[src/rtl/stl_pkg.sv]
// Shared definitions for the script token lexer: sizes, token and error codes,
// character codes, keyword table and the controller/datapath command structs.
// No dependencies.
package stl_pkg;

  localparam int MAX_NAME   = 32;
  localparam int LINE_BITS  = 16;
  localparam int BYTE_W     = 8;
  localparam int TOKEN_W    = 5;
  localparam int LINE_OUT_W = 16;
  localparam int ERR_W      = 2;
  localparam int NAME_LEN_W = $clog2(MAX_NAME + 1);
  localparam int NAME_IDX_W = $clog2(MAX_NAME);
  localparam int NUM_KW     = 8;
  localparam int KW_COLS    = 16;
  localparam int KW_COL_W   = 4;

  typedef logic [TOKEN_W-1:0] token_t;
  typedef logic [ERR_W-1:0]   err_t;

  localparam token_t TK_VAR       = 5'd0;
  localparam token_t TK_BG        = 5'd1;
  localparam token_t TK_EXIT      = 5'd7;
  localparam token_t TK_BRACE_OP  = 5'd9;
  localparam token_t TK_BRACE_CL  = 5'd10;
  localparam token_t TK_EQ        = 5'd11;
  localparam token_t TK_NEW_LINE  = 5'd12;
  localparam token_t TK_COMMA     = 5'd13;
  localparam token_t TK_DOT       = 5'd14;
  localparam token_t TK_TEXT_LINE = 5'd15;
  localparam token_t TK_ERROR     = 5'd16;

  localparam err_t ERR_NONE   = 2'd0;
  localparam err_t ERR_SYMBOL = 2'd1;
  localparam err_t ERR_TEXT   = 2'd2;
  localparam err_t ERR_LONG   = 2'd3;

  localparam logic [BYTE_W-1:0] CH_TAB      = 8'h09;
  localparam logic [BYTE_W-1:0] CH_NL       = 8'h0A;
  localparam logic [BYTE_W-1:0] CH_CR       = 8'h0D;
  localparam logic [BYTE_W-1:0] CH_SP       = 8'h20;
  localparam logic [BYTE_W-1:0] CH_QUOTE    = 8'h22;
  localparam logic [BYTE_W-1:0] CH_HASH     = 8'h23;
  localparam logic [BYTE_W-1:0] CH_COMMA    = 8'h2C;
  localparam logic [BYTE_W-1:0] CH_DOT      = 8'h2E;
  localparam logic [BYTE_W-1:0] CH_EQ       = 8'h3D;
  localparam logic [BYTE_W-1:0] CH_BRACE_OP = 8'h7B;
  localparam logic [BYTE_W-1:0] CH_BRACE_CL = 8'h7D;

  // keyword rows, first character in the top byte, padded with spaces
  localparam logic [KW_COLS*BYTE_W-1:0] KW_TEXT [NUM_KW] = '{
    "background      ",
    "foreground      ",
    "text            ",
    "put             ",
    "persona         ",
    "path            ",
    "exit            ",
    "name            "
  };
  localparam logic [KW_COL_W-1:0] KW_LEN [NUM_KW] = '{
    4'd10, 4'd10, 4'd4, 4'd3, 4'd7, 4'd4, 4'd4, 4'd4
  };

  typedef enum logic [3:0] {
    BC_ALNUM    = 4'd0,
    BC_SPACE    = 4'd1,
    BC_HASH     = 4'd2,
    BC_QUOTE    = 4'd3,
    BC_NL       = 4'd4,
    BC_BRACE_OP = 4'd5,
    BC_BRACE_CL = 4'd6,
    BC_EQ       = 4'd7,
    BC_COMMA    = 4'd8,
    BC_DOT      = 4'd9,
    BC_OTHER    = 4'd10
  } byte_class_t;

  typedef enum logic [1:0] {
    BS_NONE = 2'd0,
    BS_ITEM = 2'd1,
    BS_NAME = 2'd2
  } bsel_t;

  typedef struct packed {
    logic   use_hold;
    logic   hold_load;
    logic   name_add;
    logic   name_clear;
    logic   count_line;
    logic   set_text_start;
    logic   line_reset;
    logic   rd_start;
    logic   rd_advance;
    logic   emit;
    token_t emit_kind;
    err_t   emit_err;
    bsel_t  emit_bsel;
    logic   emit_start_line;
    logic   emit_last;
  } cmd_t;

  typedef struct packed {
    byte_class_t cur_class;
    logic        cur_eoi;
    logic        name_nz;
    logic        name_full;
    logic        kw_match;
    token_t      kw_kind;
    logic        flush_last;
    logic        can_emit;
  } status_t;

endpackage

[src/rtl/stl_if.sv]
// Valid/ready channel interfaces for the lexer input bytes and result tokens.
// Depends on stl_pkg.
interface stl_in_if;
  import stl_pkg::*;
  logic              valid;
  logic              ready;
  logic [BYTE_W-1:0] in_byte;
  logic              end_of_input;
  modport source (output valid, in_byte, end_of_input, input ready);
  modport sink   (input valid, in_byte, end_of_input, output ready);
endinterface

interface stl_out_if;
  import stl_pkg::*;
  logic                  valid;
  logic                  ready;
  logic [TOKEN_W-1:0]    token_kind;
  logic [BYTE_W-1:0]     text_byte;
  logic                  has_byte;
  logic [LINE_OUT_W-1:0] line_number;
  logic [ERR_W-1:0]      error_code;
  logic                  last;
  modport source (output valid, token_kind, text_byte, has_byte, line_number, error_code,
                  last, input ready);
  modport sink   (input valid, token_kind, text_byte, has_byte, line_number, error_code,
                  last, output ready);
endinterface

[src/rtl/script_token_lexer_unit.sv]
// Script token lexer top level: joins stl_ctrl and stl_datapath to the channels.
// Depends on stl_pkg, stl_if, stl_ctrl, stl_datapath.
//
//  channel   dir  payload                                              transfer
//  in_chan   in   in_byte, end_of_input                                valid & ready
//  out_chan  out  token_kind, text_byte, has_byte, line_number,        valid & ready
//                 error_code, last
//
// An item giving at most one token is handled straight from the input while the output register is free;
// bytes of quoted text stream at one per cycle while the output register is free.
// A pending name flush emits one VAR token per name byte (or one keyword token), then the
// trailing delimiter token, if any, or EXIT; input is held off during it.
// An item that would emit a token while the output register is still full waits in a hold register.
// Synchronous active-low reset; the name buffer needs no clearing pass.
module script_token_lexer_unit (
  input  logic      clk,
  input  logic      rst_n,
  stl_in_if.sink    in_chan,
  stl_out_if.source out_chan
);
  import stl_pkg::*;

  cmd_t    cmd;
  status_t status;
  logic    in_ready;

  stl_ctrl u_ctrl (
    .clk      (clk),
    .rst_n    (rst_n),
    .in_valid (in_chan.valid),
    .in_ready (in_ready),
    .status   (status),
    .cmd      (cmd)
  );

  stl_datapath u_dp (
    .clk             (clk),
    .rst_n           (rst_n),
    .in_byte         (in_chan.in_byte),
    .in_eoi          (in_chan.end_of_input),
    .cmd             (cmd),
    .status          (status),
    .out_valid       (out_chan.valid),
    .out_ready       (out_chan.ready),
    .out_token_kind  (out_chan.token_kind),
    .out_text_byte   (out_chan.text_byte),
    .out_has_byte    (out_chan.has_byte),
    .out_line_number (out_chan.line_number),
    .out_error_code  (out_chan.error_code),
    .out_last        (out_chan.last)
  );

  assign in_chan.ready = in_ready;

endmodule

[src/rtl/stl_ctrl.sv]
// Lexer controller: scan mode, sequencing of name flush and trailing token.
// Depends on stl_pkg; drives cmd_t to stl_datapath, reads status_t.
module stl_ctrl (
  input  logic              clk,
  input  logic              rst_n,
  input  logic              in_valid,
  output logic              in_ready,
  input  stl_pkg::status_t  status,
  output stl_pkg::cmd_t     cmd
);
  import stl_pkg::*;

  typedef enum logic [3:0] {
    ST_IDLE  = 4'b0001,
    ST_HOLD  = 4'b0010,
    ST_FLUSH = 4'b0100,
    ST_TAIL  = 4'b1000
  } state_t;

  typedef enum logic [3:0] {
    MD_IDLE    = 4'b0001,
    MD_COMMENT = 4'b0010,
    MD_TEXT    = 4'b0100,
    MD_DROP    = 4'b1000
  } mode_t;

  state_t state_r, state_nxt;
  mode_t  mode_r, mode_nxt;
  logic   tail_v_r, tail_v_nxt;
  token_t tail_kind_r, tail_kind_nxt;
  logic   tail_count_r, tail_count_nxt;

  logic   go;
  logic   p_emit, p_last, p_start_line, p_count, p_add, p_clear;
  logic   p_text_start, p_reset, p_flush, p_tail_v, p_tail_count;
  token_t p_kind, p_tail_kind, tok;
  err_t   p_err;
  bsel_t  p_bsel;
  mode_t  p_mode;
  logic   has_tok;

  // per-item plan
  always_comb begin
    p_emit       = 1'b0;
    p_last       = 1'b1;
    p_start_line = 1'b0;
    p_count      = 1'b0;
    p_add        = 1'b0;
    p_clear      = 1'b0;
    p_text_start = 1'b0;
    p_reset      = 1'b0;
    p_flush      = 1'b0;
    p_tail_v     = 1'b0;
    p_tail_count = 1'b0;
    p_kind       = TK_VAR;
    p_tail_kind  = TK_VAR;
    p_err        = ERR_NONE;
    p_bsel       = BS_NONE;
    p_mode       = mode_r;
    has_tok      = 1'b1;
    case (status.cur_class)
      BC_BRACE_OP: tok = TK_BRACE_OP;
      BC_BRACE_CL: tok = TK_BRACE_CL;
      BC_EQ:       tok = TK_EQ;
      BC_COMMA:    tok = TK_COMMA;
      BC_DOT:      tok = TK_DOT;
      BC_NL:       tok = TK_NEW_LINE;
      default: begin
        tok     = TK_VAR;
        has_tok = 1'b0;
      end
    endcase
    if (status.cur_eoi) begin
      if (mode_r == MD_TEXT) begin
        p_emit       = 1'b1;
        p_kind       = TK_ERROR;
        p_err        = ERR_TEXT;
        p_start_line = 1'b1;
        p_last       = 1'b0;
        p_tail_v     = 1'b1;
        p_tail_kind  = TK_EXIT;
      end else if (mode_r == MD_IDLE && status.name_nz) begin
        p_flush     = 1'b1;
        p_tail_v    = 1'b1;
        p_tail_kind = TK_EXIT;
      end else begin
        p_emit  = 1'b1;
        p_kind  = TK_EXIT;
        p_reset = 1'b1;
        p_clear = 1'b1;
        p_mode  = MD_IDLE;
      end
    end else begin
      case (mode_r)
        MD_DROP: begin
        end
        MD_COMMENT: begin
          if (status.cur_class == BC_NL) begin
            p_emit  = 1'b1;
            p_kind  = TK_NEW_LINE;
            p_count = 1'b1;
            p_mode  = MD_IDLE;
          end else if (status.cur_class == BC_HASH) begin
            p_mode = MD_IDLE;
          end
        end
        MD_TEXT: begin
          p_emit = 1'b1;
          p_kind = TK_TEXT_LINE;
          if (status.cur_class == BC_QUOTE) begin
            p_mode = MD_IDLE;
          end else begin
            p_bsel  = BS_ITEM;
            p_count = (status.cur_class == BC_NL);
          end
        end
        default: begin
          case (status.cur_class)
            BC_ALNUM: begin
              if (status.name_full) begin
                p_emit  = 1'b1;
                p_kind  = TK_ERROR;
                p_err   = ERR_LONG;
                p_clear = 1'b1;
                p_mode  = MD_DROP;
              end else begin
                p_add = 1'b1;
              end
            end
            BC_OTHER: begin
              p_emit  = 1'b1;
              p_kind  = TK_ERROR;
              p_err   = ERR_SYMBOL;
              p_clear = 1'b1;
              p_mode  = MD_DROP;
            end
            default: begin
              if (status.cur_class == BC_HASH) begin
                p_mode = MD_COMMENT;
              end else if (status.cur_class == BC_QUOTE) begin
                p_mode       = MD_TEXT;
                p_text_start = 1'b1;
              end
              if (status.name_nz) begin
                p_flush      = 1'b1;
                p_tail_v     = has_tok;
                p_tail_kind  = tok;
                p_tail_count = (status.cur_class == BC_NL);
              end else if (has_tok) begin
                p_emit  = 1'b1;
                p_kind  = tok;
                p_count = (status.cur_class == BC_NL);
              end
            end
          endcase
        end
      endcase
    end
  end

  always_comb begin
    cmd            = '0;
    cmd.emit_bsel  = BS_NONE;
    cmd.emit_kind  = TK_VAR;
    cmd.emit_err   = ERR_NONE;
    state_nxt      = state_r;
    mode_nxt       = mode_r;
    tail_v_nxt     = tail_v_r;
    tail_kind_nxt  = tail_kind_r;
    tail_count_nxt = tail_count_r;
    in_ready       = (state_r == ST_IDLE);
    cmd.use_hold   = (state_r == ST_HOLD);
    go             = (state_r == ST_HOLD) || (state_r == ST_IDLE && in_valid);
    case (state_r)
      ST_IDLE, ST_HOLD: begin
        if (go) begin
          if (p_emit && !status.can_emit) begin
            cmd.hold_load = (state_r == ST_IDLE);
            state_nxt     = ST_HOLD;
          end else begin
            cmd.emit            = p_emit;
            cmd.emit_kind       = p_kind;
            cmd.emit_err        = p_err;
            cmd.emit_bsel       = p_bsel;
            cmd.emit_start_line = p_start_line;
            cmd.emit_last       = p_last;
            cmd.count_line      = p_count;
            cmd.name_add        = p_add;
            cmd.name_clear      = p_clear;
            cmd.set_text_start  = p_text_start;
            cmd.line_reset      = p_reset;
            cmd.rd_start        = p_flush;
            mode_nxt            = p_mode;
            tail_v_nxt          = p_tail_v;
            tail_kind_nxt       = p_tail_kind;
            tail_count_nxt      = p_tail_count;
            if (p_flush) begin
              state_nxt = ST_FLUSH;
            end else if (p_tail_v) begin
              state_nxt = ST_TAIL;
            end else begin
              state_nxt = ST_IDLE;
            end
          end
        end
      end
      ST_FLUSH: begin
        if (status.can_emit) begin
          cmd.emit = 1'b1;
          if (status.kw_match || status.flush_last) begin
            cmd.name_clear = 1'b1;
            cmd.emit_last  = !tail_v_r;
            state_nxt      = tail_v_r ? ST_TAIL : ST_IDLE;
          end
          if (status.kw_match) begin
            cmd.emit_kind = status.kw_kind;
          end else begin
            cmd.emit_kind  = TK_VAR;
            cmd.emit_bsel  = BS_NAME;
            cmd.rd_advance = 1'b1;
          end
        end
      end
      ST_TAIL: begin
        if (status.can_emit) begin
          cmd.emit       = 1'b1;
          cmd.emit_kind  = tail_kind_r;
          cmd.emit_last  = 1'b1;
          cmd.count_line = tail_count_r;
          tail_v_nxt     = 1'b0;
          state_nxt      = ST_IDLE;
          if (tail_kind_r == TK_EXIT) begin
            cmd.line_reset = 1'b1;
            cmd.name_clear = 1'b1;
            mode_nxt       = MD_IDLE;
          end
        end
      end
      default: begin
        state_nxt = ST_IDLE;
      end
    endcase
  end

  always_ff @(posedge clk) begin
    if (!rst_n) begin
      state_r      <= ST_IDLE;
      mode_r       <= MD_IDLE;
      tail_v_r     <= 1'b0;
      tail_kind_r  <= TK_VAR;
      tail_count_r <= 1'b0;
    end else begin
      state_r      <= state_nxt;
      mode_r       <= mode_nxt;
      tail_v_r     <= tail_v_nxt;
      tail_kind_r  <= tail_kind_nxt;
      tail_count_r <= tail_count_nxt;
    end
  end

endmodule

[src/rtl/stl_datapath.sv]
// Lexer datapath: byte classifier, hold register, name buffer memory,
// keyword match, line counters and output register. Depends on stl_pkg.
module stl_datapath (
  input  logic                               clk,
  input  logic                               rst_n,
  input  logic [stl_pkg::BYTE_W-1:0]         in_byte,
  input  logic                               in_eoi,
  input  stl_pkg::cmd_t                      cmd,
  output stl_pkg::status_t                   status,
  output logic                               out_valid,
  input  logic                               out_ready,
  output logic [stl_pkg::TOKEN_W-1:0]        out_token_kind,
  output logic [stl_pkg::BYTE_W-1:0]         out_text_byte,
  output logic                               out_has_byte,
  output logic [stl_pkg::LINE_OUT_W-1:0]     out_line_number,
  output logic [stl_pkg::ERR_W-1:0]          out_error_code,
  output logic                               out_last
);
  import stl_pkg::*;

  logic [BYTE_W-1:0]     hold_byte_r;
  logic                  hold_eoi_r;
  logic [BYTE_W-1:0]     cur_byte, cur_lower;
  logic                  cur_eoi;
  byte_class_t           cur_class;

  logic [BYTE_W-1:0]     name_mem [MAX_NAME];
  logic [NAME_LEN_W-1:0] name_len_r, name_len_nxt;
  logic [NUM_KW-1:0]     hits_r, hits_nxt, hit_mask;
  logic [NAME_IDX_W-1:0] rd_ptr_r, rd_addr;
  logic [BYTE_W-1:0]     rd_data_r;
  logic                  kw_match;
  token_t                kw_kind;
  logic [KW_COLS*BYTE_W-1:0] kw_row;
  logic [BYTE_W-1:0]     kw_ch;

  logic [LINE_BITS-1:0]  line_cnt_r, line_cnt_nxt, line_inc, text_start_r, line_val;
  logic [LINE_OUT_W+LINE_BITS-1:0] line_ext;

  logic                  out_valid_r;
  token_t                out_kind_r;
  logic [BYTE_W-1:0]     out_byte_r;
  logic                  out_has_r;
  logic [LINE_OUT_W-1:0] out_line_r;
  err_t                  out_err_r;
  logic                  out_last_r;

  assign cur_byte  = cmd.use_hold ? hold_byte_r : in_byte;
  assign cur_eoi   = cmd.use_hold ? hold_eoi_r : in_eoi;
  assign cur_lower = (cur_byte >= "A" && cur_byte <= "Z") ? cur_byte + 8'd32 : cur_byte;

  always_comb begin
    case (cur_byte)
      CH_TAB, CH_CR, CH_SP: cur_class = BC_SPACE;
      CH_HASH:              cur_class = BC_HASH;
      CH_QUOTE:             cur_class = BC_QUOTE;
      CH_NL:                cur_class = BC_NL;
      CH_BRACE_OP:          cur_class = BC_BRACE_OP;
      CH_BRACE_CL:          cur_class = BC_BRACE_CL;
      CH_EQ:                cur_class = BC_EQ;
      CH_COMMA:             cur_class = BC_COMMA;
      CH_DOT:               cur_class = BC_DOT;
      default: begin
        if ((cur_byte >= "0" && cur_byte <= "9") || (cur_lower >= "a" && cur_lower <= "z")) begin
          cur_class = BC_ALNUM;
        end else begin
          cur_class = BC_OTHER;
        end
      end
    endcase
  end

  always_ff @(posedge clk) begin
    if (cmd.hold_load) begin
      hold_byte_r <= in_byte;
      hold_eoi_r  <= in_eoi;
    end
  end

  // keyword hit update for the byte landing at position name_len_r
  always_comb begin
    kw_row = '0;
    kw_ch  = '0;
    for (int k = 0; k < NUM_KW; k++) begin
      kw_row      = KW_TEXT[k];
      kw_ch       = kw_row[(KW_COLS - 1 - int'(name_len_r[KW_COL_W-1:0])) * BYTE_W +: BYTE_W];
      hit_mask[k] = !((name_len_r >= NAME_LEN_W'(KW_LEN[k])) || (cur_lower != kw_ch));
    end
  end

  always_comb begin
    kw_match = 1'b0;
    kw_kind  = TK_BG;
    for (int k = NUM_KW - 1; k >= 0; k--) begin
      if (hits_r[k] && NAME_LEN_W'(KW_LEN[k]) == name_len_r) begin
        kw_match = 1'b1;
        kw_kind  = TK_BG + TOKEN_W'(k);
      end
    end
  end

  always_comb begin
    name_len_nxt = name_len_r;
    hits_nxt     = hits_r;
    if (cmd.name_clear) begin
      name_len_nxt = '0;
      hits_nxt     = '1;
    end else if (cmd.name_add) begin
      name_len_nxt = name_len_r + NAME_LEN_W'(1);
      hits_nxt     = hits_r & hit_mask;
    end
  end

  always_ff @(posedge clk) begin
    if (!rst_n) begin
      name_len_r <= '0;
      hits_r     <= '1;
    end else begin
      name_len_r <= name_len_nxt;
      hits_r     <= hits_nxt;
    end
  end

  always_comb begin
    if (cmd.rd_start) begin
      rd_addr = '0;
    end else if (cmd.rd_advance) begin
      rd_addr = rd_ptr_r + NAME_IDX_W'(1);
    end else begin
      rd_addr = rd_ptr_r;
    end
  end

  always_ff @(posedge clk) begin
    if (cmd.name_add) begin
      name_mem[name_len_r[NAME_IDX_W-1:0]] <= cur_byte;
    end
    rd_data_r <= name_mem[rd_addr];
    rd_ptr_r  <= rd_addr;
  end

  // line counters, saturating
  assign line_inc = (line_cnt_r == '1) ? line_cnt_r : line_cnt_r + LINE_BITS'(1);

  always_comb begin
    if (cmd.line_reset) begin
      line_cnt_nxt = '0;
    end else if (cmd.count_line) begin
      line_cnt_nxt = line_inc;
    end else begin
      line_cnt_nxt = line_cnt_r;
    end
  end

  always_ff @(posedge clk) begin
    if (!rst_n) begin
      line_cnt_r   <= '0;
      text_start_r <= '0;
    end else begin
      line_cnt_r <= line_cnt_nxt;
      if (cmd.line_reset) begin
        text_start_r <= '0;
      end else if (cmd.set_text_start) begin
        text_start_r <= line_cnt_r;
      end
    end
  end

  always_comb begin
    if (cmd.emit_start_line) begin
      line_val = text_start_r;
    end else if (cmd.count_line) begin
      line_val = line_inc;
    end else begin
      line_val = line_cnt_r;
    end
    line_ext = {LINE_OUT_W'(0), line_val};
  end

  // output register
  always_ff @(posedge clk) begin
    if (!rst_n) begin
      out_valid_r <= 1'b0;
    end else if (cmd.emit) begin
      out_valid_r <= 1'b1;
    end else if (out_ready) begin
      out_valid_r <= 1'b0;
    end
  end

  always_ff @(posedge clk) begin
    if (cmd.emit) begin
      out_kind_r <= cmd.emit_kind;
      out_line_r <= line_ext[LINE_OUT_W-1:0];
      out_err_r  <= cmd.emit_err;
      out_last_r <= cmd.emit_last;
      case (cmd.emit_bsel)
        BS_ITEM: begin
          out_byte_r <= cur_byte;
          out_has_r  <= 1'b1;
        end
        BS_NAME: begin
          out_byte_r <= rd_data_r;
          out_has_r  <= 1'b1;
        end
        default: begin
          out_byte_r <= '0;
          out_has_r  <= 1'b0;
        end
      endcase
    end
  end

  assign status.cur_class  = cur_class;
  assign status.cur_eoi    = cur_eoi;
  assign status.name_nz    = (name_len_r != '0);
  assign status.name_full  = (name_len_r >= NAME_LEN_W'(MAX_NAME));
  assign status.kw_match   = kw_match;
  assign status.kw_kind    = kw_kind;
  assign status.flush_last = (NAME_LEN_W'(rd_ptr_r) + NAME_LEN_W'(1)) == name_len_r;
  assign status.can_emit   = !out_valid_r || out_ready;

  assign out_valid       = out_valid_r;
  assign out_token_kind  = out_kind_r;
  assign out_text_byte   = out_byte_r;
  assign out_has_byte    = out_has_r;
  assign out_line_number = out_line_r;
  assign out_error_code  = out_err_r;
  assign out_last        = out_last_r;

endmodule
[src/flat_wrapper.sv]
// flat-port wrapper written by rule: the top's interface ports become plain ports
module script_token_lexer_unit_flat import stl_pkg::*;
  (clk, rst_n, in_chan_valid, in_chan_in_byte, in_chan_end_of_input, in_chan_ready, out_chan_valid, out_chan_token_kind, out_chan_text_byte, out_chan_has_byte, out_chan_line_number, out_chan_error_code, out_chan_last, out_chan_ready);
  stl_in_if in_chan_i ();
  stl_out_if out_chan_i ();
  input  logic clk;
  input  logic rst_n;
  input wire logic [$bits(in_chan_i.valid)-1:0] in_chan_valid;
  input wire logic [$bits(in_chan_i.in_byte)-1:0] in_chan_in_byte;
  input wire logic [$bits(in_chan_i.end_of_input)-1:0] in_chan_end_of_input;
  output wire logic [$bits(in_chan_i.ready)-1:0] in_chan_ready;
  output wire logic [$bits(out_chan_i.valid)-1:0] out_chan_valid;
  output wire logic [$bits(out_chan_i.token_kind)-1:0] out_chan_token_kind;
  output wire logic [$bits(out_chan_i.text_byte)-1:0] out_chan_text_byte;
  output wire logic [$bits(out_chan_i.has_byte)-1:0] out_chan_has_byte;
  output wire logic [$bits(out_chan_i.line_number)-1:0] out_chan_line_number;
  output wire logic [$bits(out_chan_i.error_code)-1:0] out_chan_error_code;
  output wire logic [$bits(out_chan_i.last)-1:0] out_chan_last;
  input wire logic [$bits(out_chan_i.ready)-1:0] out_chan_ready;
  assign in_chan_i.valid = in_chan_valid;
  assign in_chan_i.in_byte = in_chan_in_byte;
  assign in_chan_i.end_of_input = in_chan_end_of_input;
  assign in_chan_ready = in_chan_i.ready;
  assign out_chan_valid = out_chan_i.valid;
  assign out_chan_token_kind = out_chan_i.token_kind;
  assign out_chan_text_byte = out_chan_i.text_byte;
  assign out_chan_has_byte = out_chan_i.has_byte;
  assign out_chan_line_number = out_chan_i.line_number;
  assign out_chan_error_code = out_chan_i.error_code;
  assign out_chan_last = out_chan_i.last;
  assign out_chan_i.ready = out_chan_ready;
  script_token_lexer_unit u_core (.clk(clk), .rst_n(rst_n), .in_chan(in_chan_i), .out_chan(out_chan_i));
endmodule
[config.mk]
export PLATFORM = sky130hd
export DESIGN_NAME = script_token_lexer_unit_flat
export DESIGN_NICKNAME = d
export VERILOG_FILES = /design/src/rtl/stl_pkg.sv /design/src/rtl/stl_if.sv /design/src/rtl/script_token_lexer_unit.sv /design/src/rtl/stl_ctrl.sv /design/src/rtl/stl_datapath.sv /design/src/flat_wrapper.sv
export SDC_FILE = /design/constraint.sdc
export NUM_CORES = 1
export LEC_CHECK = 0
export BUFFER_PORTS_ARGS = -buffer_cell sky130_fd_sc_hd__clkbuf_2
export CAP_MARGIN = 0
export CELL_PAD_IN_SITES_DETAIL_PLACEMENT = 2
export CELL_PAD_IN_SITES_GLOBAL_PLACEMENT = 2
export CORE_ASPECT_RATIO = 1.4
export CORE_MARGIN = 2
export CORE_UTILIZATION = 48
export DETAILED_ROUTE_END_ITERATION = 8
export PLACE_DENSITY = 0.88
export SKIP_CTS_REPAIR_TIMING = 1
export SLEW_MARGIN = 20
export SYNTH_ARGS = -nofsm -noshare
export SYNTH_HDL_FRONTEND = slang
export SYNTH_HIERARCHICAL = 1
export SYNTH_SLANG_ARGS = --single-unit
[constraint.sdc]
create_clock -name clk -period 14.8 [get_ports clk]
set_input_delay 1.48 -clock clk [delete_from_list [all_inputs] [get_ports clk]]
set_output_delay 1.48 -clock clk [all_outputs]
set_load 0.005 [all_outputs]
Word level (Yosys, flattened, before mapping)
Memories as Yosys holds them, arrays and structs flattened. A register that Yosys moved wholly into a read port is not among the register bits.
Index checks and enable logic that the tools add are counted.
{"block": "totals", "romBits": 0, "register_bits": 109, "ram_bits": 256, "mem_count": 1, "elab_cells": 326, "inputBits": 13, "latchBits": 0}
{"memory": "u_core.u_dp.name_mem", "depth": 32, "width": 8, "read_ports": 1, "rd_clocked_by_memory_dff": 1, "write_ports": 1, "line": "stl_datapath.sv:27", "source": "logic [BYTE_W-1:0] name_mem [MAX_NAME];"}
{"block": "classes", "n_mux": 164, "shift": 8, "add_sub_neg": 6, "n_div": 0, "eq_ne": 58, "order_cmp": 11, "bitwise_logic": 5, "reduce_logical": 54, "multipliers": 0}
{"cell": "indexed part select 128 x 8 -> 8 bit (first input constant)", "n": 8}
{"cell": "two-way mux 4 bit", "n": 24}
{"cell": "two-way mux 5 bit", "n": 19}
{"cell": "two-way mux 1 bit", "n": 78}
{"cell": "inequality test 8 bit", "n": 8}
{"cell": "equality test 8 x 6 -> 1 bit (second input constant)", "n": 6}
{"cell": "two-way mux 16 bit", "n": 3}
{"cell": "one-hot mux 4 bit (9 select lines)", "n": 1}
{"cell": "equality test 4 x 3 -> 1 bit (second input constant)", "n": 6}
{"cell": "equality test 8 x 4 -> 1 bit (second input constant)", "n": 3}
{"cell": "two-way mux 12 bit", "n": 2}
{"cell": "one-hot mux 4 bit (3 select lines)", "n": 2}
{"cell": "one-hot mux 4 bit (6 select lines)", "n": 1}
{"cell": "equality test 4 bit (second input constant)", "n": 5}
{"cell": "one-hot mux 6 bit (3 select lines)", "n": 1}
{"cell": "adder 16 x 1 -> 16 bit (second input constant)", "n": 1}
{"cell": "equality test 16 bit (second input constant)", "n": 1}
{"cell": "equality test 4 x 2 -> 1 bit (second input constant)", "n": 4}
{"cell": "equality test 8 x 7 -> 1 bit (second input constant)", "n": 2}
{"cell": "greater-or-equal comparator 8 x 7 -> 1 bit (second input constant)", "n": 2}
{"cell": "<= comparator 8 x 7 -> 1 bit (second input constant)", "n": 2}
{"cell": "two-way mux 2 bit", "n": 8}
{"cell": "two-way mux 8 bit", "n": 2}
{"cell": "one-hot mux 4 bit (2 select lines)", "n": 2}
{"cell": "other kinds (47)", "n": 115}

Logic depth before layout (Yosys ltp)
Gate-level depths: netlist (run 1).
{"block": "depth", "ltp_word": 25, "depth_mapped": 26, "mapped_depth_nobuf": 21}

By module
The synthesis (run 1) kept the hierarchy.
{"module": "stl_datapath", "instances": 1, "area_per_inst_um2": 16000.3, "cells_each": 1125}
{"module": "stl_ctrl", "instances": 1, "area_per_inst_um2": 1655.3, "cells_each": 230}

Worst setup path after synthesis (run 1)
No wires, ideal clock.
{"block": "synth_path", "kind": "input to register", "startpoint": "input port in_chan_in_byte[5]", "endpoint": "memory u_core.u_dp.name_mem[13][0] (enable)", "setup_time_ns": 0.383, "stages": 17, "t_required_ns": 14.417, "path_slack_ns": 8.527, "arrival_ns": 5.890, "cell_sequence": "mux2i_1 -> inv_1 -> ha_1 -> o211ai_1 -> a21oi_1 -> o211a_1 -> a211oi_1 -> o41a_1 -> nor4b_1 -> or4b_1 -> nand3b_1 -> o21bai_2 -> clkbuf_1 -> nor2_1 -> clkbuf_1 -> nand2_1 -> nor3_1"}
{"item": "from (decl)", "line": "flat_wrapper.sv:9", "source": "input wire logic [$bits(in_chan_i.in_byte)-1:0] in_chan_in_byte;"}
{"item": "to (decl)", "line": "stl_datapath.sv:27"}

==> impl_metrics.tcl, run 1 <==
set metrics [dict create \
    status "completed" \
    grt_max_degree 68 \
    p_seq_share_pct 50.7 \
    routed_via_density 6.557 \
    ir_worst_vdd_uv 106.7 \
    wl_um 61440 \
    slew_headroom_pct 21.07 \
    p_switching_uw 549.8 \
    first_global_vias 13630 \
    htreeDepth 2 \
    setup_tns_ns 0 \
    crit_path_top_delay_cell "mux2i_2" \
    hold_depth 2 \
    cpPeakStageDelay_ns 0.86 \
    arrival_ns 8.33 \
    crit_buf_inv 3 \
    cts.clk_slew.worst_paths_ns 0.06 \
    portBuffers 47 \
    fmax_mhz 126.9 \
    hold_viol_final 0 \
    startpoint_type "register" \
    p_comb_share_pct 6.6 \
    final_cells 1895 \
    overflow 0 \
    syn_area_um2 17660 \
    crit_chain "nand2b_1, nor3_2, buf_4, mux2i_2, o2111ai_1, o21bai_2, a211oi_2, a211oi_1, o41a_1, xnor2_1, nand2_1, nand3_1, a21boi_1, nor2_1, nor2_4, buf_6, buf_6, mux2i_1, mux4_2, o22a_1, o221ai_1" \
    reg2reg_depth 21 \
    cts_buffers 38 \
    most-common-layout-cells "edfxtp_1, mux2i_1, nor2_1" \
    initial_utilization_pct 48.44 \
    syn_avg_cell_area_um2 13.03 \
    p_leak_nw 6.236 \
    power_density_nw_per_um2 116.9 \
    fp-row-count 83 \
    wl_per_cell_um 32.42 \
    skew_ns 0.02167 \
    antenna_found_initial 0 \
    drt_pre_antenna_iters 5 \
    critPathTopFamily "compound AO/OA/AOI/OAI gates" \
    cp_data_required_time_ns 15.25 \
    layout_commonest_cell "edfxtp_1" \
    pin_count 48 \
    die_area_um2 38350 \
    crit_type "reg2reg" \
    switching_share_pct 23.95 \
    syn_nets 1387 \
    async_flop_share_pct 0 \
    critPathCaptureType "register" \
    rsz0062_at_grt "false" \
    min_period_ns 7.880 \
    ys_dominant_reg_cell "edfxtp_1" \
    cp_common_cell "buf_6" \
    n_antenna_cell 0 \
    drc 0 \
    clock-root-buffer "clkbuf_16" \
    die_w_um 166.1 \
    grt_pass1_wl_um 91400 \
    fin_crit_sh_pct 53.24 \
    nets 1430 \
    max_cap_violations 0 \
    cts_sinks 372 \
    vias 12430 \
    synth_seq_area_share_pct 59.07 \
    intPower_mw 1.746 \
    synthToLayoutAreaGrowth_pct 11.19 \
    core_um2 36450 \
    grt_usage_pct 31.82 \
    dp_cells 1825 \
    clockBufferDepth 3 \
    layout-drive-gt1-share_pct 15.97 \
    place_hpwl_um 39200 \
    cp.depth 21 \
    fp.dieH_um 230.9 \
    ant_nets 0 \
    clkLatencyLatePin_ns 0.55 \
    drt-initial-drc-count 1175 \
    gp_congestion 0.8536 \
    cts_tree "yes" \
    tightest_slew_ns 1.173 \
    slew_viol_final 0 \
    yosys_register_bits 372 \
    setup_viol 0 \
    netlist_instances 1355 \
    cp_max_fo 67 \
    synth_edf_count 298 \
    hold_class "reg2reg" \
    ys_types 96 \
    yosysWarnings 6 \
    p_clk_share_pct 42.7 \
]
## power groups by stage
stage | combinational, mW | clock [mW] | sequential, mW
2_1_floorplan | 0.0924 | 0 | 1.18
3_3_place_gp | 0.139 | 0 | 1.18
3_5_place_dp | 0.147 | 0 | 1.19
4_1_cts | 0.150 | 0.991 | 1.17
5_1_grt | 0.162 | 1.03 | 1.17
6_report | 0.151 | 0.980 | 1.16
## cell usage after synthesis, drive strengths merged (5+ instances only)
library cell	count	area share, %
edfxtp	298	51
mux2i	166	9.5
nor2	103	2.2
dfxtp	74	8.4
nand2	72	1.5
o21ai	60	1.7
nand3	46	1.4
buf	41	1.6
nor3	39	1.1
a21oi	38	1.1
xnor2	37	1.8
inv	34	0.72
clkbuf	33	0.70
mux4	32	4.1
nor2b	21	0.74
ha	19	1.3
a22oi	15	0.67
nand2b	15	0.53
nor4	15	0.53
mux2	12	0.77
nor3b	11	0.47
o221ai	11	0.58
nand3b	9	0.38
nand4	9	0.35
xor2	9	0.45
and3	8	0.28
nor4b	8	0.55
o22a	8	0.40
a211oi	7	0.43
o211ai	7	0.30
o31ai	6	0.26
a21o	5	0.21
a22o	5	0.25
and2	5	0.18
o22ai	5	0.18
## flip-flops by register name, indices dropped and copies added, names as in the netlist, 2 cells and up
register,flops
u_core/u_ctrl/tail_kind_r,4
u_core/u_dp/out_line_number,16
u_core/u_dp/name_len_r,6
u_core/u_dp/out_text_byte,8
u_core/u_dp/out_error_code,2
u_core/u_dp/rd_ptr_r,5
u_core/u_dp/hold_byte_r,8
u_core/u_dp/name_mem,256
u_core/u_ctrl/state_r,4
u_core/u_dp/hits_r,8
u_core/u_dp/line_cnt_r,16
u_core/u_dp/out_token_kind,5
u_core/u_ctrl/mode_r,4
u_core/u_dp/text_start_r,16
u_core/u_dp/rd_data_r,8
## tightest hold or removal path, cell delays in order (launching register included)
cell	delay, ns
dfxtp_1	0.32
nand3_1	0.07
o31ai_1	0.06
## final timing paths
check | start | endpoint | slack, ns
hold / removal | u_core/u_ctrl/tail_count_r$_SDFFE_PN0P_ | u_core/u_ctrl/tail_count_r$_SDFFE_PN0P_ | 0.49
setup / recovery | u_core/u_ctrl/state_r[0]$_SDFFE_PN1P_ | u_core/u_dp/rd_data_r[1]$_DFF_P_ | 6.92
setup reg to reg | u_core/u_ctrl/state_r[0]$_SDFFE_PN1P_ | u_core/u_dp/rd_data_r[1]$_DFF_P_ | 6.92
hold reg to reg | u_core/u_ctrl/tail_count_r$_SDFFE_PN0P_ | u_core/u_ctrl/tail_count_r$_SDFFE_PN0P_ | 0.49
## metrics by stage
step	worst slack (ns)	power (mW)	utilization, %	hold slack, ns	area, µm²
global placement	6.399	1.324	50.33	0.4668	18350
global route	6.461	2.356	53.86	0.5464	19630
detailed placement	5.808	1.335	50.33	0.4771	18350
finish	6.920	2.296	53.86	0.4918	19630
floorplan	8.527	1.274	-	0.4453	17660
CTS	6.134	2.307	53.73	0.4884	19590
## kinds of logic (layout without fill, tap and decap cells)
group | count (synthesis) | count (layout) | share of synthesized area, %
DFF | 372 | 372 | 59.07
other | 1 | 1 | 0.02124
muxes | 210 | 210 | 14.32
xor gates and xnor gates | 46 | 46 | 2.282
AOI/OAI and AO/OA | 211 | 211 | 8.412
buffers and inverters | 110 | 183 | 3.104
and+or+nand+nor | 386 | 386 | 11.44
adders and majority gates | 19 | 19 | 1.346
## area by class of cell
cell class	count	area [µm²]
fillers	3340	16820
flip-flops and latches	372	10430
multi-input cells	873	6770
clock buffers	52	1075
well taps	467	584.3
repair buffers	78	475.5
clock inverters	18	165.2
inverters	35	131.4
## routing by layer
layer / vias up / share of wire (%) / GRT usage (%)
met5: - / 0 / 0
met4: 0 / 4.1 / 12.80
met3: 141 / 4.3 / 3.360
met2: 469 / 55 / 60.06
met1: 6555 / 37 / 36.74
li1: 5260 / - / -
(Power assumes the default switching activity.)
==> run 2, diff against run 1 <==
- CORE_UTILIZATION: 48 -> 40
- PLACE_DENSITY: 0.88 -> 0.78
- clock period: 14.8 -> 6.77 ns (I/O delays scaled with it)
==> impl_metrics.tcl, run 2 (synthesized netlist as in run 1, its figures left out) <==
set metrics [dict create \
    rsz0062_at_grt "true" \
    layout-drive-gt1-share_pct 16.74 \
    intPower_mw 3.775 \
    p_switching_mw 1.171 \
    pin_count 48 \
    core_um2 43840 \
    whs_ns 0.3336 \
    pre_cts_ws_ns -0.06100 \
    max_cap_violations 0 \
    crit_path_top_delay_cell "nor2_1" \
    cp_max_fo 21 \
    timing.final.ws_setup_ns 0.3484 \
    drt_pre_antenna_iters 5 \
    slew_headroom_pct 33.59 \
    synthToLayoutAreaGrowth_pct 13.05 \
    crit_buf_inv 6 \
    clock-root-buffer "clkbuf_16" \
    cts.clk_slew.worst_paths_ns 0.06 \
    hold_viol_final 0 \
    vias 11880 \
    initial_utilization_pct 40.28 \
    grt_max_degree 44 \
    gp_congestion 0.8774 \
    fillers 4221 \
    p_clk_share_pct 41.6 \
    status "completed" \
    slew_viol_final 0 \
    critPathCaptureType "register" \
    cts_buffers 39 \
    place_hpwl_um 38480 \
    p_comb_share_pct 6.9 \
    n_antenna_cell 0 \
    grt_usage_pct 24.45 \
    cp_common_cell "buf_4" \
    ant_nets 0 \
    setup_viol 0 \
    cp_data_required_time_ns 6.94 \
    min_period_ns 6.422 \
    tightest_slew_ns 0.9925 \
    die_w_um 181.6 \
    drt-initial-drc-count 760 \
    wl_um 55720 \
    wl_per_cell_um 27.64 \
    htreeDepth 2 \
    nets 1459 \
    portBuffers 47 \
    critPathTopFamily "simple AND/OR/NAND/NOR gates" \
    drc 0 \
    hold_class "in2reg" \
    switching_share_pct 23.67 \
    fin_crit_sh_pct 94.85 \
    clockBufferDepth 3 \
    p_leak_nw 6.359 \
    p_seq_share_pct 51.5 \
    p_total_mw 4.946 \
    rrSetupSlack_ns 0.35 \
    fmax_mhz 155.7 \
    overflow 0 \
    skew_ns 0.01548 \
    crit_type "reg2reg" \
    startpoint_type "register" \
    cts_sinks 372 \
    cpPeakStageDelay_ns 0.85 \
    grt_pass1_wl_um 84090 \
    cts_tree "yes" \
    fp-row-count 91 \
    fp.dieH_um 252.6 \
    first_global_vias 13330 \
    die_area_um2 45860 \
    routed_via_density 5.893 \
    arrival_ns 6.59 \
    layout_commonest_cell "edfxtp_1" \
    largest_reg_flops 256 \
    power_density_nw_per_um2 247.8 \
    antenna_found_initial 0 \
    setup_tns_ns 0 \
    ir_worst_vdd_uv 155.5 \
    most-common-layout-cells "edfxtp_1, mux2i_1, nor2_1" \
    crit_chain "nand2b_1, nor3_4, buf_4, buf_4, nor3b_1, or2_2, o21bai_2, a211oi_2, a211oi_1, o41a_1, buf_4, nor4b_1, buf_4, or4b_1, nand3b_1, o21bai_2, buf_4, nor2_1, buf_4, nand2_1, nor2_1" \
    clkLatencyLatePin_ns 0.55 \
]
[run 2: final timing paths]
check | cells past startpoint | to | startpoint
worst min register to register | 2 | u_core/u_ctrl/tail_count_r$_SDFFE_PN0P_ | u_core/u_ctrl/tail_count_r$_SDFFE_PN0P_
worst max-delay path | 21 | u_core/u_dp/name_mem[21][0]$_DFFE_PP_ | u_core/u_ctrl/state_r[0]$_SDFFE_PN1P_
worst min-delay path | 1 | u_core/u_dp/hold_eoi_r$_DFFE_PP_ | in_chan_end_of_input
worst max register to register | 21 | u_core/u_dp/name_mem[21][0]$_DFFE_PP_ | u_core/u_ctrl/state_r[0]$_SDFFE_PN1P_
[run 2: routing by layer]
metal | up-vias | global-route usage [%] | routed length (µm)
li1 | 5328 | - | -
met1 | 6173 | 26.41 | 20510
met2 | 268 | 47.42 | 31120
met3 | 112 | 3.098 | 1819
met4 | 0 | 10.52 | 2272
met5 | - | 0 | 0
[run 2: cell type report]
| class | count | area [µm²] | area share [%] |
|---|---|---|---|
| clock buffer | 54 | 1064 | 5.328 |
| inverter | 35 | 131.4 | 0.6582 |
| clock inverter | 18 | 143.9 | 0.7209 |
| timing repair buffer | 105 | 733.2 | 3.674 |
| multi-input combinational | 874 | 6759 | 33.86 |
| sequential | 372 | 10430 | 52.26 |
| tap | 558 | 698.2 | 3.498 |
[run 2: stage by stage]
step                      util (%)  instance area [µm²]  std cells
after floorplan                  -                17660       1355
after global placement       42.67                18700       1942
after detailed placement     42.69                18710       1942
after CTS                    45.45                19920       2014
after global routing         45.53                19960       2016
final                        45.53                19960       2016
[run 2: power groups by stage]
stage | clock (mW) | combinational (mW) | sequential, mW
final | 2.06 | 0.340 | 2.55
after global routing | 2.18 | 0.368 | 2.55
after CTS | 2.10 | 0.342 | 2.55
after detailed placement | 0 | 0.338 | 2.60
after global placement | 0 | 0.321 | 2.59
after floorplan | 0 | 0.202 | 2.58
==> run 3, diff against run 2 <==
--- a/config.mk
+++ b/config.mk
@@ -14,2 +14,3 @@
 export CORE_UTILIZATION = 40
+export CTS_CLUSTER_SIZE = 14
 export DETAILED_ROUTE_END_ITERATION = 8
--- a/constraint.sdc
+++ b/constraint.sdc
@@ -3,2 +3,2 @@
 set_output_delay 0.677 -clock clk [all_outputs]
-set_load 0.005 [all_outputs]
+set_load 0.01 [all_outputs]
==> impl_metrics.tcl, run 3 (synthesized netlist as in run 1, its figures left out) <==
set metrics [dict create \
    cts.clk_slew.worst_paths_ns 0.06 \
    cts_tree "yes" \
    drc 0 \
    crit_chain "nand2b_1, nor3_4, buf_4, mux2i_1, inv_1, ha_1, o211ai_1, a21oi_1, o211a_1, a211oi_1, o41a_1, buf_4, nor4b_1, buf_4, or4b_1, nand3b_1, o21bai_2, buf_4, nor2_1, buf_4, nand3_1, nor2_1" \
    clockBufferDepth 3 \
    die_area_um2 45860 \
    portBuffers 47 \
    core_um2 43840 \
    max_cap_violations 0 \
    hold_depth 1 \
    arrival_ns 6.54 \
    pre_cts_ws_ns -0.06100 \
    vias 11970 \
    tightest_slew_ns 0.9568 \
    timing.final.ws_setup_ns 0.3926 \
    most-common-layout-cells "edfxtp_1, mux2i_1, nor2_1" \
    status "completed" \
    rrSetupSlack_ns 0.39 \
    ant_nets 0 \
    clkLatencyLatePin_ns 0.55 \
    clock-root-buffer "clkbuf_16" \
    layout-drive-gt1-share_pct 17.41 \
    setup_viol 0 \
    reg2reg_depth 22 \
    ir_worst_vdd_uv 156.7 \
    cpPeakStageDelay_ns 0.80 \
    fp-row-count 91 \
    place_hpwl_um 38480 \
    slew_headroom_pct 36.21 \
    crit_type "reg2reg" \
    wl_um 57080 \
    hold_class "in2reg" \
    cp_max_fo 21 \
    worstReg2RegEnd "u_core/u_dp/name_mem[26][7]$_DFFE_PP_" \
    overflow 0 \
    cts_buffers 39 \
    slew_viol_final 0 \
    antenna_found_initial 0 \
    critPathCaptureType "register" \
    cp_data_required_time_ns 6.93 \
    min_period_ns 6.377 \
    nets 1460 \
    drt-initial-drc-count 725 \
    grt_pass1_wl_um 85680 \
    grt_usage_pct 24.98 \
    fp.dieH_um 252.6 \
    initial_utilization_pct 40.28 \
    p_leak_nw 6.380 \
    largest_reg_flops 256 \
    drt_pre_antenna_iters 4 \
    crit_buf_inv 6 \
    synthToLayoutAreaGrowth_pct 13.43 \
    n_antenna_cell 0 \
    power_density_nw_per_um2 252.6 \
    critPathTopFamily "simple AND/OR/NAND/NOR gates" \
    fin_crit_sh_pct 94.20 \
    gp_congestion 0.8774 \
    layout_commonest_cell "edfxtp_1" \
    routed_via_density 5.937 \
    crit_path_top_delay_cell "nor2_1" \
    die_w_um 181.6 \
    regToRegStartpoint "u_core/u_ctrl/state_r[0]$_SDFFE_PN1P_" \
    skew_ns 0.01358 \
    holdPathEnd "u_core/u_dp/hold_eoi_r$_DFFE_PP_" \
    fmax_mhz 156.8 \
    utilization_pct 45.69 \
    hold_viol_final 0 \
    cp_common_cell "buf_4" \
    htreeDepth 2 \
    startpoint_type "register" \
    worstHoldStart "in_chan_end_of_input" \
    pin_count 48 \
    wl_per_cell_um 28.30 \
    cts_sinks 372 \
    grt_max_degree 44 \
    first_global_vias 13370 \
]
run 3: worst max-delay path by stage:
stage | start | cells past startpoint | end | slack [ns]
finish | u_core/u_ctrl/state_r[0]$_SDFFE_PN1P_ | 22 | u_core/u_dp/name_mem[26][7]$_DFFE_PP_ | 0.39
global route | u_core/u_ctrl/state_r[0]$_SDFFE_PN1P_ | 21 | u_core/u_dp/name_mem[26][4]$_DFFE_PP_ | -0.02
CTS | u_core/u_ctrl/state_r[0]$_SDFFE_PN1P_ | 20 | u_core/u_dp/name_mem[23][4]$_DFFE_PP_ | -0.17
detailed placement | u_core/u_ctrl/state_r[0]$_SDFFE_PN1P_ | 20 | u_core/u_dp/name_mem[23][7]$_DFFE_PP_ | -0.06
global placement | u_core/u_ctrl/state_r[0]$_SDFFE_PN1P_ | 20 | u_core/u_dp/name_mem[21][3]$_DFFE_PP_ | 0.28
floorplan | u_core/u_ctrl/state_r[0]$_SDFFE_PN1P_ | 21 | u_core/u_dp/name_mem[13][0]$_DFFE_PP_ | 0.91
run 3: power breakdown:
| part | total, mW | leakage [nW] | switching (mW) | internal [mW] |
|---|---|---|---|---|
| clock network | 2.16 | 0.599 | 0.931 | 1.22 |
| registers | 2.55 | 3.30 | 0.0334 | 2.51 |
| logic | 0.354 | 2.48 | 0.243 | 0.112 |
| total | 5.06 | 6.38 | 1.21 | 3.85 |
run 3: layout make-up:
class	count	area [µm²]
fill	4241	23810
sequential	372	10430
multi-input combinational	873	6769
clock buffer	55	1067
timing repair buffer	107	745.7
tap	558	698.2
clock inverter	17	181.4
inverter	35	135.1
run 3: routing by layer:
metal	track usage [%]	wire length, µm
met1	27.46	21540
met2	47.79	31050
met3	3.285	1924
met4	10.80	2566
met5	0	0
run 3: stage by stage:
| stage | power, mW | instance area [µm²] | hold WS, ns | setup TNS, ns | std cells |
|---|---|---|---|---|---|
| floorplan | 2.798 | 17660 | 0.4453 | 0 | 1355 |
| global placement | 2.924 | 18700 | 0.4694 | 0 | 1942 |
| detailed placement | 2.945 | 18710 | 0.4862 | -0.4750 | 1942 |
| CTS | 5.097 | 19960 | 0.3030 | -3.532 | 2014 |
| global route | 5.201 | 20030 | 0.3077 | -0.2397 | 2017 |
| finish | 5.058 | 20030 | 0.3319 | 0 | 2017 |
